### config.mk
export PLATFORM = sky130hd
export DESIGN_NAME = circular_deque_flat
export DESIGN_NICKNAME = d
export VERILOG_FILES = /design/src/hw/rtl/cdq_pkg.sv /design/src/hw/rtl/cdq_req_if.sv /design/src/hw/rtl/cdq_rsp_if.sv /design/src/hw/rtl/cdq_ctrl.sv /design/src/hw/rtl/cdq_datapath.sv /design/src/hw/rtl/circular_deque.sv /design/src/flat_wrapper.sv
export SDC_FILE = /design/constraint.sdc
export NUM_CORES = 1
export LEC_CHECK = 0
export ABC_AREA = 1
export BUFFER_PORTS_ARGS = -buffer_cell sky130_fd_sc_hd__buf_2
export CAP_MARGIN = 10
export CORE_AREA = 2 2 229 231
export CTS_CLUSTER_SIZE = 14
export DETAILED_ROUTE_END_ITERATION = 10
export DIE_AREA = 0 0 231 233
export PLACE_DENSITY_LB_ADDON = 0.15
export SYNTH_ARGS = -nofsm -noshare
export SYNTH_HDL_FRONTEND = slang
export SYNTH_SLANG_ARGS = --single-unit
export TNS_END_PERCENT = 1
### constraint.sdc
create_clock -name clk -period 4.5 [get_ports clk]
set_input_delay 0.9 -clock clk [delete_from_list [all_inputs] [get_ports clk]]
set_output_delay 0.9 -clock clk [all_outputs]
set_load 0.1 [all_outputs]
### src/hw/rtl/cdq_pkg.sv
// Package: shared types and codes for the circular deque.
`timescale 1ns / 1ps

package cdq_pkg;

    // Fixed field widths of the channels and the configuration register
    localparam int DATA_W          = 32;
    localparam int RING_LEN_W      = 5;
    localparam logic [RING_LEN_W-1:0] RING_LEN_RESET = 5'd16;

    // Operation codes carried by a request
    typedef enum logic [1:0] {
        OP_PUSH_FRONT = 2'd0,
        OP_PUSH_REAR  = 2'd1,
        OP_POP_FRONT  = 2'd2,
        OP_POP_REAR   = 2'd3
    } op_t;

    // Result status codes
    typedef enum logic [1:0] {
        ST_OK    = 2'd0,
        ST_FULL  = 2'd1,
        ST_EMPTY = 2'd2
    } status_t;

    // Controller to datapath command group
    typedef struct packed {
        logic exec;     // perform the accepted request this cycle
    } cmd_t;

endpackage

### src/hw/rtl/cdq_req_if.sv
// Interface: request channel carrying the operation and push value.
`timescale 1ns / 1ps

interface cdq_req_if;
    import cdq_pkg::*;

    logic                      valid;
    logic                      ready;
    op_t                       op;
    logic signed [DATA_W-1:0]  push_value;

    modport source (output valid, output op, output push_value, input ready);
    modport sink   (input valid, input op, input push_value, output ready);
endinterface

### src/hw/rtl/cdq_rsp_if.sv
// Interface: response channel carrying the popped value and status.
`timescale 1ns / 1ps

interface cdq_rsp_if;
    import cdq_pkg::*;

    logic                      valid;
    logic                      ready;
    logic signed [DATA_W-1:0]  pop_value;
    status_t                   status;

    modport source (output valid, output pop_value, output status, input ready);
    modport sink   (input valid, input pop_value, input status, output ready);
endinterface

### src/hw/rtl/cdq_ctrl.sv
// Controller: request/response handshake sequencing for the deque.
`timescale 1ns / 1ps

module cdq_ctrl (
    input  logic         clk,
    input  logic         rst_n,
    input  logic         req_valid,
    output logic         req_ready,
    output logic         rsp_valid,
    input  logic         rsp_ready,
    output cdq_pkg::cmd_t cmd
);
    import cdq_pkg::*;

    typedef enum logic [1:0] {
        S_IDLE = 2'b01,
        S_RESP = 2'b10
    } state_t;

    state_t state_reg;
    state_t state_next;
    logic   accept;

    // A new request is taken when no response waits or the waiting one leaves now
    assign req_ready = (state_reg == S_IDLE) || ((state_reg == S_RESP) && rsp_ready);
    assign rsp_valid = (state_reg == S_RESP);
    assign accept    = req_valid && req_ready;
    assign cmd.exec  = accept;

    // Next state
    always_comb
    begin
        state_next = state_reg;
        case (state_reg)
            S_IDLE:
            begin
                if (accept)
                begin
                    state_next = S_RESP;
                end
            end
            S_RESP:
            begin
                if (accept)
                begin
                    state_next = S_RESP;
                end
                else if (rsp_ready)
                begin
                    state_next = S_IDLE;
                end
            end
            default:
            begin
                state_next = S_IDLE;
            end
        endcase
    end

    // State register
    always_ff @(posedge clk or negedge rst_n)
    begin
        if (!rst_n)
        begin
            state_reg <= S_IDLE;
        end
        else
        begin
            state_reg <= state_next;
        end
    end
endmodule

### src/hw/rtl/cdq_datapath.sv
// Datapath: slot memory, front/rear indices, ring length and result registers.
`timescale 1ns / 1ps

module cdq_datapath #(
    parameter int MAX_SLOTS  = 16,
    parameter int VALUE_BITS = 32
) (
    input  logic                               clk,
    input  logic                               rst_n,
    input  logic                               cfg_we,
    input  logic [cdq_pkg::RING_LEN_W-1:0]     cfg_wdata,
    input  cdq_pkg::cmd_t                      cmd,
    input  cdq_pkg::op_t                       op,
    input  logic signed [cdq_pkg::DATA_W-1:0]  push_value,
    output logic signed [cdq_pkg::DATA_W-1:0]  pop_value,
    output cdq_pkg::status_t                   status
);
    import cdq_pkg::*;

    localparam int IDX_W = (MAX_SLOTS > 1) ? $clog2(MAX_SLOTS) : 1;
    localparam int LEN_W = IDX_W + 1;

    logic [RING_LEN_W-1:0]  ring_length_reg;
    logic [IDX_W-1:0]       front_reg;
    logic [IDX_W-1:0]       front_next;
    logic [IDX_W-1:0]       rear_reg;
    logic [IDX_W-1:0]       rear_next;
    logic [VALUE_BITS-1:0]  slot_mem [MAX_SLOTS];
    logic [VALUE_BITS-1:0]  rd_data_reg;
    logic                   popped_reg;
    status_t                status_reg;

    logic [LEN_W-1:0]       eff_len;
    logic [IDX_W-1:0]       last_idx;
    logic [LEN_W-1:0]       front_inc;
    logic [LEN_W-1:0]       rear_inc;
    logic [IDX_W-1:0]       front_up;
    logic [IDX_W-1:0]       front_down;
    logic [IDX_W-1:0]       rear_up;
    logic [IDX_W-1:0]       rear_down;
    logic                   is_empty;
    logic                   is_full;
    logic                   wr_en;
    logic [IDX_W-1:0]       wr_addr;
    logic [IDX_W-1:0]       rd_addr;
    logic                   do_pop;
    status_t                status_next;
    logic [63:0]            push_wide;
    logic [63:0]            pop_wide;

    // Effective ring length, clamped to 2..MAX_SLOTS
    always_comb
    begin
        if (32'(ring_length_reg) > MAX_SLOTS)
        begin
            eff_len = LEN_W'(MAX_SLOTS);
        end
        else if (ring_length_reg < 5'd2)
        begin
            eff_len = LEN_W'(2);
        end
        else
        begin
            eff_len = LEN_W'(ring_length_reg);
        end
    end

    assign last_idx = IDX_W'(eff_len - LEN_W'(1));

    // Index steps with wrap compare
    assign front_inc  = {1'b0, front_reg} + LEN_W'(1);
    assign rear_inc   = {1'b0, rear_reg} + LEN_W'(1);
    assign front_up   = (front_inc >= eff_len) ? '0 : front_inc[IDX_W-1:0];
    assign rear_up    = (rear_inc >= eff_len) ? '0 : rear_inc[IDX_W-1:0];
    assign front_down = (front_reg == '0) ? last_idx : front_reg - IDX_W'(1);
    assign rear_down  = (rear_reg == '0) ? last_idx : rear_reg - IDX_W'(1);

    assign is_empty = (front_reg == rear_reg);
    assign is_full  = (rear_up == front_reg);

    // Operation decode
    always_comb
    begin
        front_next  = front_reg;
        rear_next   = rear_reg;
        wr_en       = 1'b0;
        wr_addr     = rear_up;
        rd_addr     = rear_reg;
        do_pop      = 1'b0;
        status_next = ST_OK;
        case (op)
            OP_PUSH_FRONT:
            begin
                wr_addr = front_reg;
                if (is_full)
                begin
                    status_next = ST_FULL;
                end
                else
                begin
                    wr_en      = 1'b1;
                    front_next = front_down;
                end
            end
            OP_PUSH_REAR:
            begin
                if (is_full)
                begin
                    status_next = ST_FULL;
                end
                else
                begin
                    wr_en     = 1'b1;
                    rear_next = rear_up;
                end
            end
            OP_POP_FRONT:
            begin
                rd_addr = front_up;
                if (is_empty)
                begin
                    status_next = ST_EMPTY;
                end
                else
                begin
                    do_pop     = 1'b1;
                    front_next = front_up;
                end
            end
            default:
            begin
                if (is_empty)
                begin
                    status_next = ST_EMPTY;
                end
                else
                begin
                    do_pop    = 1'b1;
                    rear_next = rear_down;
                end
            end
        endcase
    end

    // Ring length register and indices; a length write empties the queue
    always_ff @(posedge clk or negedge rst_n)
    begin
        if (!rst_n)
        begin
            ring_length_reg <= RING_LEN_RESET;
            front_reg       <= '0;
            rear_reg        <= '0;
        end
        else if (cfg_we)
        begin
            ring_length_reg <= cfg_wdata;
            front_reg       <= '0;
            rear_reg        <= '0;
        end
        else if (cmd.exec)
        begin
            front_reg <= front_next;
            rear_reg  <= rear_next;
        end
    end

    // Push data keeps the low VALUE_BITS bits
    assign push_wide = {32'b0, push_value};

    // Slot memory: one write port, one registered read port
    always_ff @(posedge clk)
    begin
        if (cmd.exec && wr_en)
        begin
            slot_mem[wr_addr] <= push_wide[VALUE_BITS-1:0];
        end
        if (cmd.exec)
        begin
            rd_data_reg <= slot_mem[rd_addr];
        end
    end

    // Result registers
    always_ff @(posedge clk)
    begin
        if (cmd.exec)
        begin
            popped_reg <= do_pop;
            status_reg <= status_next;
        end
    end

    // Sign-extend the stored value to the response width
    assign pop_wide  = 64'($signed(rd_data_reg));
    assign pop_value = popped_reg ? $signed(pop_wide[DATA_W-1:0]) : '1;
    assign status    = status_reg;
endmodule

### src/hw/rtl/circular_deque.sv
// Top level: double-ended queue in a ring of slots.
//
// Usage:
//   req_ch (sink) takes one request: op (push front, push rear, pop front,
//   pop rear) and push_value. rsp_ch (source) returns one response per
//   request: pop_value (popped value, or -1 for pushes and refused pops)
//   and status (ok, full, empty).
//   cfg_we/cfg_wdata write ring_length (2..MAX_SLOTS slots, capacity one
//   less); a write also empties the queue. Write only while idle.
// Timing: the response is valid in the cycle after the request is accepted;
//   the controller's state register and the slot memory's registered read port set it.
// Throughput: one request per cycle while rsp_ch.ready stays high; the
//   response register frees as it is taken, so a new request enters in
//   the same cycle.
// Stall: while a response waits with rsp_ch.ready low, req_ch.ready is
//   low and the response holds.
// Reset: indices cleared (queue empty), ring_length = 16; no clearing pass.
`timescale 1ns / 1ps

module circular_deque #(
    parameter int MAX_SLOTS  = 16,
    parameter int VALUE_BITS = 32
) (
    input  logic                            clk,
    input  logic                            rst_n,
    input  logic                            cfg_we,
    input  logic [cdq_pkg::RING_LEN_W-1:0]  cfg_wdata,
    cdq_req_if.sink                         req_ch,
    cdq_rsp_if.source                       rsp_ch
);
    import cdq_pkg::*;

    cmd_t cmd;

    // Handshake sequencing
    cdq_ctrl u_ctrl (
        .clk       (clk),
        .rst_n     (rst_n),
        .req_valid (req_ch.valid),
        .req_ready (req_ch.ready),
        .rsp_valid (rsp_ch.valid),
        .rsp_ready (rsp_ch.ready),
        .cmd       (cmd)
    );

    // Storage and index logic
    cdq_datapath #(
        .MAX_SLOTS  (MAX_SLOTS),
        .VALUE_BITS (VALUE_BITS)
    ) u_datapath (
        .clk        (clk),
        .rst_n      (rst_n),
        .cfg_we     (cfg_we),
        .cfg_wdata  (cfg_wdata),
        .cmd        (cmd),
        .op         (req_ch.op),
        .push_value (req_ch.push_value),
        .pop_value  (rsp_ch.pop_value),
        .status     (rsp_ch.status)
    );

    // An accepted request yields a response in the next cycle
    assert property (@(posedge clk) disable iff (!rst_n)
        (req_ch.valid && req_ch.ready) |=> rsp_ch.valid)
    else $error("response missing after accepted request");

    // A refused operation reports -1
    assert property (@(posedge clk) disable iff (!rst_n)
        (rsp_ch.valid && (rsp_ch.status == ST_FULL || rsp_ch.status == ST_EMPTY))
            |-> (rsp_ch.pop_value == -32'sd1))
    else $error("refused operation returned a value");

    // A stalled response blocks new requests
    assert property (@(posedge clk) disable iff (!rst_n)
        (rsp_ch.valid && !rsp_ch.ready) |-> !req_ch.ready)
    else $error("request taken while response stalled");
endmodule
### src/flat_wrapper.sv
// flat-port wrapper written by rule: the top's interface ports become plain ports
module circular_deque_flat import cdq_pkg::*;
#(
    parameter int MAX_SLOTS  = 16,
    parameter int VALUE_BITS = 32
)
  (clk, rst_n, cfg_we, cfg_wdata, req_ch_valid, req_ch_op, req_ch_push_value, req_ch_ready, rsp_ch_valid, rsp_ch_pop_value, rsp_ch_status, rsp_ch_ready);
  cdq_req_if req_ch_i ();
  cdq_rsp_if rsp_ch_i ();
  input  logic clk;
  input  logic rst_n;
  input  logic cfg_we;
  input  logic [cdq_pkg::RING_LEN_W-1:0] cfg_wdata;
  input wire logic [$bits(req_ch_i.valid)-1:0] req_ch_valid;
  input wire logic [$bits(req_ch_i.op)-1:0] req_ch_op;
  input wire logic [$bits(req_ch_i.push_value)-1:0] req_ch_push_value;
  output wire logic [$bits(req_ch_i.ready)-1:0] req_ch_ready;
  output wire logic [$bits(rsp_ch_i.valid)-1:0] rsp_ch_valid;
  output wire logic [$bits(rsp_ch_i.pop_value)-1:0] rsp_ch_pop_value;
  output wire logic [$bits(rsp_ch_i.status)-1:0] rsp_ch_status;
  input wire logic [$bits(rsp_ch_i.ready)-1:0] rsp_ch_ready;
  assign req_ch_i.valid = req_ch_valid;
  assign req_ch_i.op = req_ch_op;
  assign req_ch_i.push_value = req_ch_push_value;
  assign req_ch_ready = req_ch_i.ready;
  assign rsp_ch_valid = rsp_ch_i.valid;
  assign rsp_ch_pop_value = rsp_ch_i.pop_value;
  assign rsp_ch_status = rsp_ch_i.status;
  assign rsp_ch_i.ready = rsp_ch_ready;
  circular_deque #(.MAX_SLOTS(MAX_SLOTS), .VALUE_BITS(VALUE_BITS)) u_core (.clk(clk), .rst_n(rst_n), .cfg_we(cfg_we), .cfg_wdata(cfg_wdata), .req_ch(req_ch_i), .rsp_ch(rsp_ch_i));
endmodule
# Word level (Yosys, flattened, before mapping)
# Memory sizes are Yosys's and may differ from the RTL's. A register that Yosys moved wholly into a read port is not among the register bits.
# Cells that the tools add are included.
# word_totals
wordCells	74
memories	1
regBits	18
ramBits	512
in_bits	44
# op_classes
n_addsub	5
mux	31
reduce_logical	14
n_lt_le_gt_ge	4
eq_ne	13
# memory_table
name	words	width	rd	rd_clocked_by_memory_dff	wr	line_no	rtl
u_core.u_datapath.slot_mem	16	32	1	1	1	cdq_datapath.sv:28	logic [VALUE_BITS-1:0] slot_mem [MAX_SLOTS];
# ops
operator	count
$mux 4	14
$mux 32	1
$pmux 4 s2	2
$sub 4x1->4 const B	3
$add 4x1->5 const B	2
$ge 5x5->1	2
$mux 2	5
$mux 5	2
$ne 3x3->1 const B	3
$eq 4x4->1	2
$logic_not 4->1	2
$reduce_and 4->1	2
$mux 1	6
$gt 5x5->1 const B	1
$lt 5x2->1 const B	1
$eq 2x1->1 const B	2
$eq 2x2->1 const B	2
$pmux 2 s2	1
$reduce_or 2->1	2
$logic_and 1x1->1	3
$ne 3x1->1 const B	1
$ne 3x2->1 const B	1
$reduce_bool 3->1	1
$logic_not 2->1	1
other kinds (5)	5

# Depth between registers and ports, before layout
# depth
depth_word	11
ltp_mapped	23
mapped_depth_nobuf	21

# Modules after synthesis
# From an unflattened synthesis, not the netlist that was laid out.
# unflattened
hier_cells	2435
area_unflattened_um2	25538.2
# modules_own_cells
module	cells_each	area_per_inst_um2	n_inst
cdq_datapath	2411	25369.3	1
cdq_ctrl	24	168.9	1

# Least setup slack after synthesis
# No wires, ideal clock.
# synth_path
kind	register to register
from	reg u_core.u_ctrl.state_reg[0]
to	mem u_core.u_datapath.slot_mem[13][0], enable pin
path_slack_ps	-28
synth_period_minus_slack_ps	4528
arrival_time_ps	4107
setup_ps	421
required_time_ps	4079
path_stages_with_launch	11
path_cell_list	dfstp_2 > inv_1 > ha_1 > nand2_1 > nand2_1 > nand2_1 > nor2_1 > nand2_1 > nor2_1 > nand2_1 > nor2_1
# synth_via
elab_chain_len	7
# synth_lines
item	line_no	rtl
from (decl)	cdq_ctrl.sv:20	state_t state_reg;
from (signal assigned)	cdq_ctrl.sv:69	state_reg <= state_next;
$eq 2x2->1	-	
net rsp_ch_valid	flat_wrapper.sv:18	output wire logic [$bits(rsp_ch_i.valid)-1:0] rsp_ch_valid;
$logic_and 1x1->1	cdq_ctrl.sv:25	assign req_ready = (state_reg == S_IDLE) || ((state_reg == S_RESP) && rsp_ready);
$logic_or 1x1->1	cdq_ctrl.sv:25	
net req_ch_ready	flat_wrapper.sv:17	output wire logic [$bits(req_ch_i.ready)-1:0] req_ch_ready;
$logic_and 1x1->1	cdq_ctrl.sv:27	assign accept = req_valid && req_ready;
$logic_and 1x1->1	cdq_datapath.sv:173	if (cmd.exec && wr_en)
$mux 1	cdq_datapath.sv:173	
$mux 1 (implied by the code)	cdq_datapath.sv:175	slot_mem[wr_addr] <= push_wide[VALUE_BITS-1:0];
to (decl)	cdq_datapath.sv:28	
# The timed path passes the listed nets, and every way through them passes these cells.

# Worst setup path after layout
# layout_path
from	reg u_core.u_datapath.ring_length_reg[4]
to	reg u_core.u_datapath.rd_data_reg[31] (read register of u_core.u_datapath.slot_mem) (data pin)
# layout_via
elab_chain_len	6
# layout_lines
item	line_no	rtl
from (decl)	cdq_datapath.sv:23	logic [RING_LEN_W-1:0] ring_length_reg;
from (signal assigned)	cdq_datapath.sv:156	ring_length_reg <= cfg_wdata;
$lt 5x2->1	cdq_datapath.sv:58	else if (ring_length_reg < 5'd2)
$mux 5	cdq_datapath.sv:58	
$mux 5 *	cdq_datapath.sv:54	if (32'(ring_length_reg) > MAX_SLOTS)
$ge 5x5->1 *	cdq_datapath.sv:73	assign front_up = (front_inc >= eff_len) ? '0 : front_inc[IDX_W-1:0];
$mux 4 *	cdq_datapath.sv:73	
$mux 4 *	cdq_datapath.sv:91	case (op)
to (decl)	cdq_datapath.sv:29	logic [VALUE_BITS-1:0] rd_data_reg;
# Mark *: on every way between the ends. The rest lies on a longest branch, timed or not.
# A chain may end at the register's enable or synchronous reset.

==> impl_metrics.yaml <==
route:
  via_per_inst: 5.41
  post_drt_wl_per_cell_um: 20.3
  post-route-drc-count: 0
  vias: 17500
  detail-route-antenna-nets: 0
  routed_wl_um: 65500
  drt-pass1-iter-count: 6
  drt-initial-drc-count: 1548
setup_path:
  crit_start: "u_core.u_datapath.ring_length_reg[4]"
  r2r-end: "u_core.u_datapath.rd_data_reg[31]"
  reg2reg_slack_ns: 0.82
  arrival_ns: 4.05
  reg2reg_depth: 19
  crit_fanout: 140
  r2r-start: "u_core.u_datapath.ring_length_reg[4]"
  crit_path_end_kind: "flip-flop"
  critPathRequiredTime_ns: 4.87
  critPathKind: "reg -> reg"
  endpoint: "u_core.u_datapath.rd_data_reg[31]"
  start_kind: "flip-flop"
timing:
  hold_violations: 0
  fin_skew_ns: 0.0187
  final.setup.tns_ns: 0
  period_share_pct: 81.7
  relSlewSlack_pct: 31.1
  setup_slack_ns: 0.824
  drv_slew: 0
  final.min_clock_period_ns: 3.68
  fmax_mhz: 272
  worst_pin_slew_ns: 1.03
  rsz0062_at_grt: "false"
  setup_viol: 0
  whs_ns: 0.193
cts:
  root_buffer: "clkbuf_16"
  cts_buffers: 59
  clk_pin_slew_ns: 0.06
  cts_resized: 0
  hold_buffers: 0
  clkLatencyLatePin_ns: 0.63
  cts_tree: "done"
  cts.sinks: 562
  cts_setup_buffers: 0
  clk_path_buf_depth: 3
  ctsHtreeMaxLevel: 2
floorplan:
  ios: 80
  start_util_pct: 49.9
  die-height_um: 233
  dieArea_um2: 53800
  placementRows: 83
  die_w_um: 231
  core-area_um2: 51100
place:
  hpwl_um: 35500
  pre_cts_ws_ns: 0.875
  gp_congestion: 0.862
  placement.cell_area_um2: 26900
  placed_cells: 3121
  port_buffers: 79
synth:
  netlist_area_um2: 25500
  ys_warn_count: 0
  syn-num-nets: 2504
  ys_types: 34
  yosysTopAreaCellShare_pct: 64.5
  syn_avg_cell_area_um2: 10.4
  ys_top_cells_by_area: "edfxtp_1, nand3_1, nand2_1"
  synth_cells: 2445
  yosys.area.top_type: "edfxtp_1"
  synth_seq_area_share_pct: 65.9
  ys_seq_elements: 562
layout:
  nFillCells: 4457
  final-instance-count-excl-fill: 3226
  syn_to_final_growth_pct: 12.9
  post-route-cell-area_um2: 28800
  fin_util_pct: 56.3
  nets: 2561
  largest_reg_flops: 512
  layout-drive-gt1-share_pct: 10.3
outcome:
  status: "completed"
power:
  p_per_area_nw_per_um2: 570
  total_leakage_power_nw: 11.9
  peakVddDrop_uv: 399
  p_total_mw: 16.4
global_route:
  grt_pass1_wl_um: 101000
  grt_overflow: 0
  grt_max_degree: 141
  antenna_found_initial: 1
  grt_usage_pct: 24.7
  grt_pass1_vias: 17200
flow_run:
  maxCapViolCount: 0
worst_hold_path:
  hp-class: "in -> async"
==> synthesized netlist by cell type (all sizes together) <==
library cell	n
inv	402
a31o	1
a41oi	1
dfrtp	13
o21ai	28
or2	1
nand4	14
nand2	532
ha	15
a211oi	2
nor3	2
a21boi	1
clkbuf	37
buf	108
o211ai	1
o31ai	1
nor2	53
dfstp	2
edfxtp	547
nand3	604
nand3b	65
a21oi	11
xor2	4
==> area by class of cell <==
cell class / instances / area, um^2 / share of cell area [%]
sequential: 562 / 16800 / 58.4
multi-input combinational: 1336 / 6530 / 22.7
clock buffer: 76 / 1540 / 5.35
inverter: 402 / 1510 / 5.25
timing repair buffer: 141 / 1220 / 4.25
tap: 680 / 851 / 2.96
clock inverter: 28 / 304 / 1.06
antenna: 1 / 2.50 / 0.00870
==> worst min-delay path by stage <==
stage / cells past startpoint / slack (ns) / from / endpoint
4_1_cts: 1 / 0.18 / rst_n / u_core.u_datapath.rear_reg[3]
5_1_grt: 1 / 0.20 / rst_n / u_core.u_datapath.rear_reg[0]
6_report: 1 / 0.19 / rst_n / u_core.u_datapath.rear_reg[0]
3_3_place_gp: 2 / 0.49 / u_core.u_ctrl.state_reg[1] / u_core.u_ctrl.state_reg[1]
3_5_place_dp: 2 / 0.53 / u_core.u_datapath.rear_reg[1] / u_core.u_datapath.rear_reg[1]
2_1_floorplan: 2 / 0.48 / u_core.u_ctrl.state_reg[1] / u_core.u_ctrl.state_reg[1]
==> routing by layer <==
| layer | global-route usage (%) | routed length (um) | vias to the layer above |
|---|---|---|---|
| met1 | 33.9 | 28300 | 8429 |
| li1 | - | - | 8303 |
| met2 | 40.0 | 31100 | 597 |
| met3 | 3.57 | 4060 | 132 |
| met5 | 0 | 0 | - |
| met4 | 9.11 | 2010 | 0 |
==> worst max-delay path, cell delays in order (launching register included) <==
cell and delay [ns]:
dfstp_2 0.58, inv_1 0.10, nand3_1 0.09, inv_1 0.05, o21ai_0 0.36, ha_1 0.22
inv_1 0.04, nand2_1 0.06, nand2_1 0.05, nand3_1 0.08, nand2_2 0.09, nand3_2 0.12
nand2_8 0.26, nand2_8 0.18, buf_12 0.51, nand2_1 0.10, nand3_1 0.13, nand3_1 0.11
nand3_1 0.13, nand2_1 0.07
==> power breakdown <==
group          switching, mW  leakage, nW  internal [mW]
clock                   2.00        0.892           2.74
combinational           3.96         5.89           1.40
sequential             0.166         5.12           6.14
==> cells in the final DEF, fill, tap and decap left out, types with 15 or more instances in the layout <==
cell,netlist,final
clkbuf_1,37,17
inv_1,394,392
edfxtp_1,547,547
nand3b_1,65,65
ha_1,15,15
buf_12,0,29
o21ai_0,23,22
nand2_1,527,527
nor2_4,0,16
nor2_1,50,34
nand3_1,600,600
buf_4,23,33
buf_2,71,79
clkbuf_16,0,59
==> logic make-up (layout without fill, tap and decap cells) <==
logic type	after synthesis	in the layout	share of synthesized area, %
other cells	0	1	0
buf+inv	547	647	9.17
compound gates	46	46	1.01
flops	562	562	65.9
xor+xnor	4	4	0.137
fa+ha+maj	15	15	0.737
simple gates	1271	1271	23.0
Power figures use the tool's default switching activity.
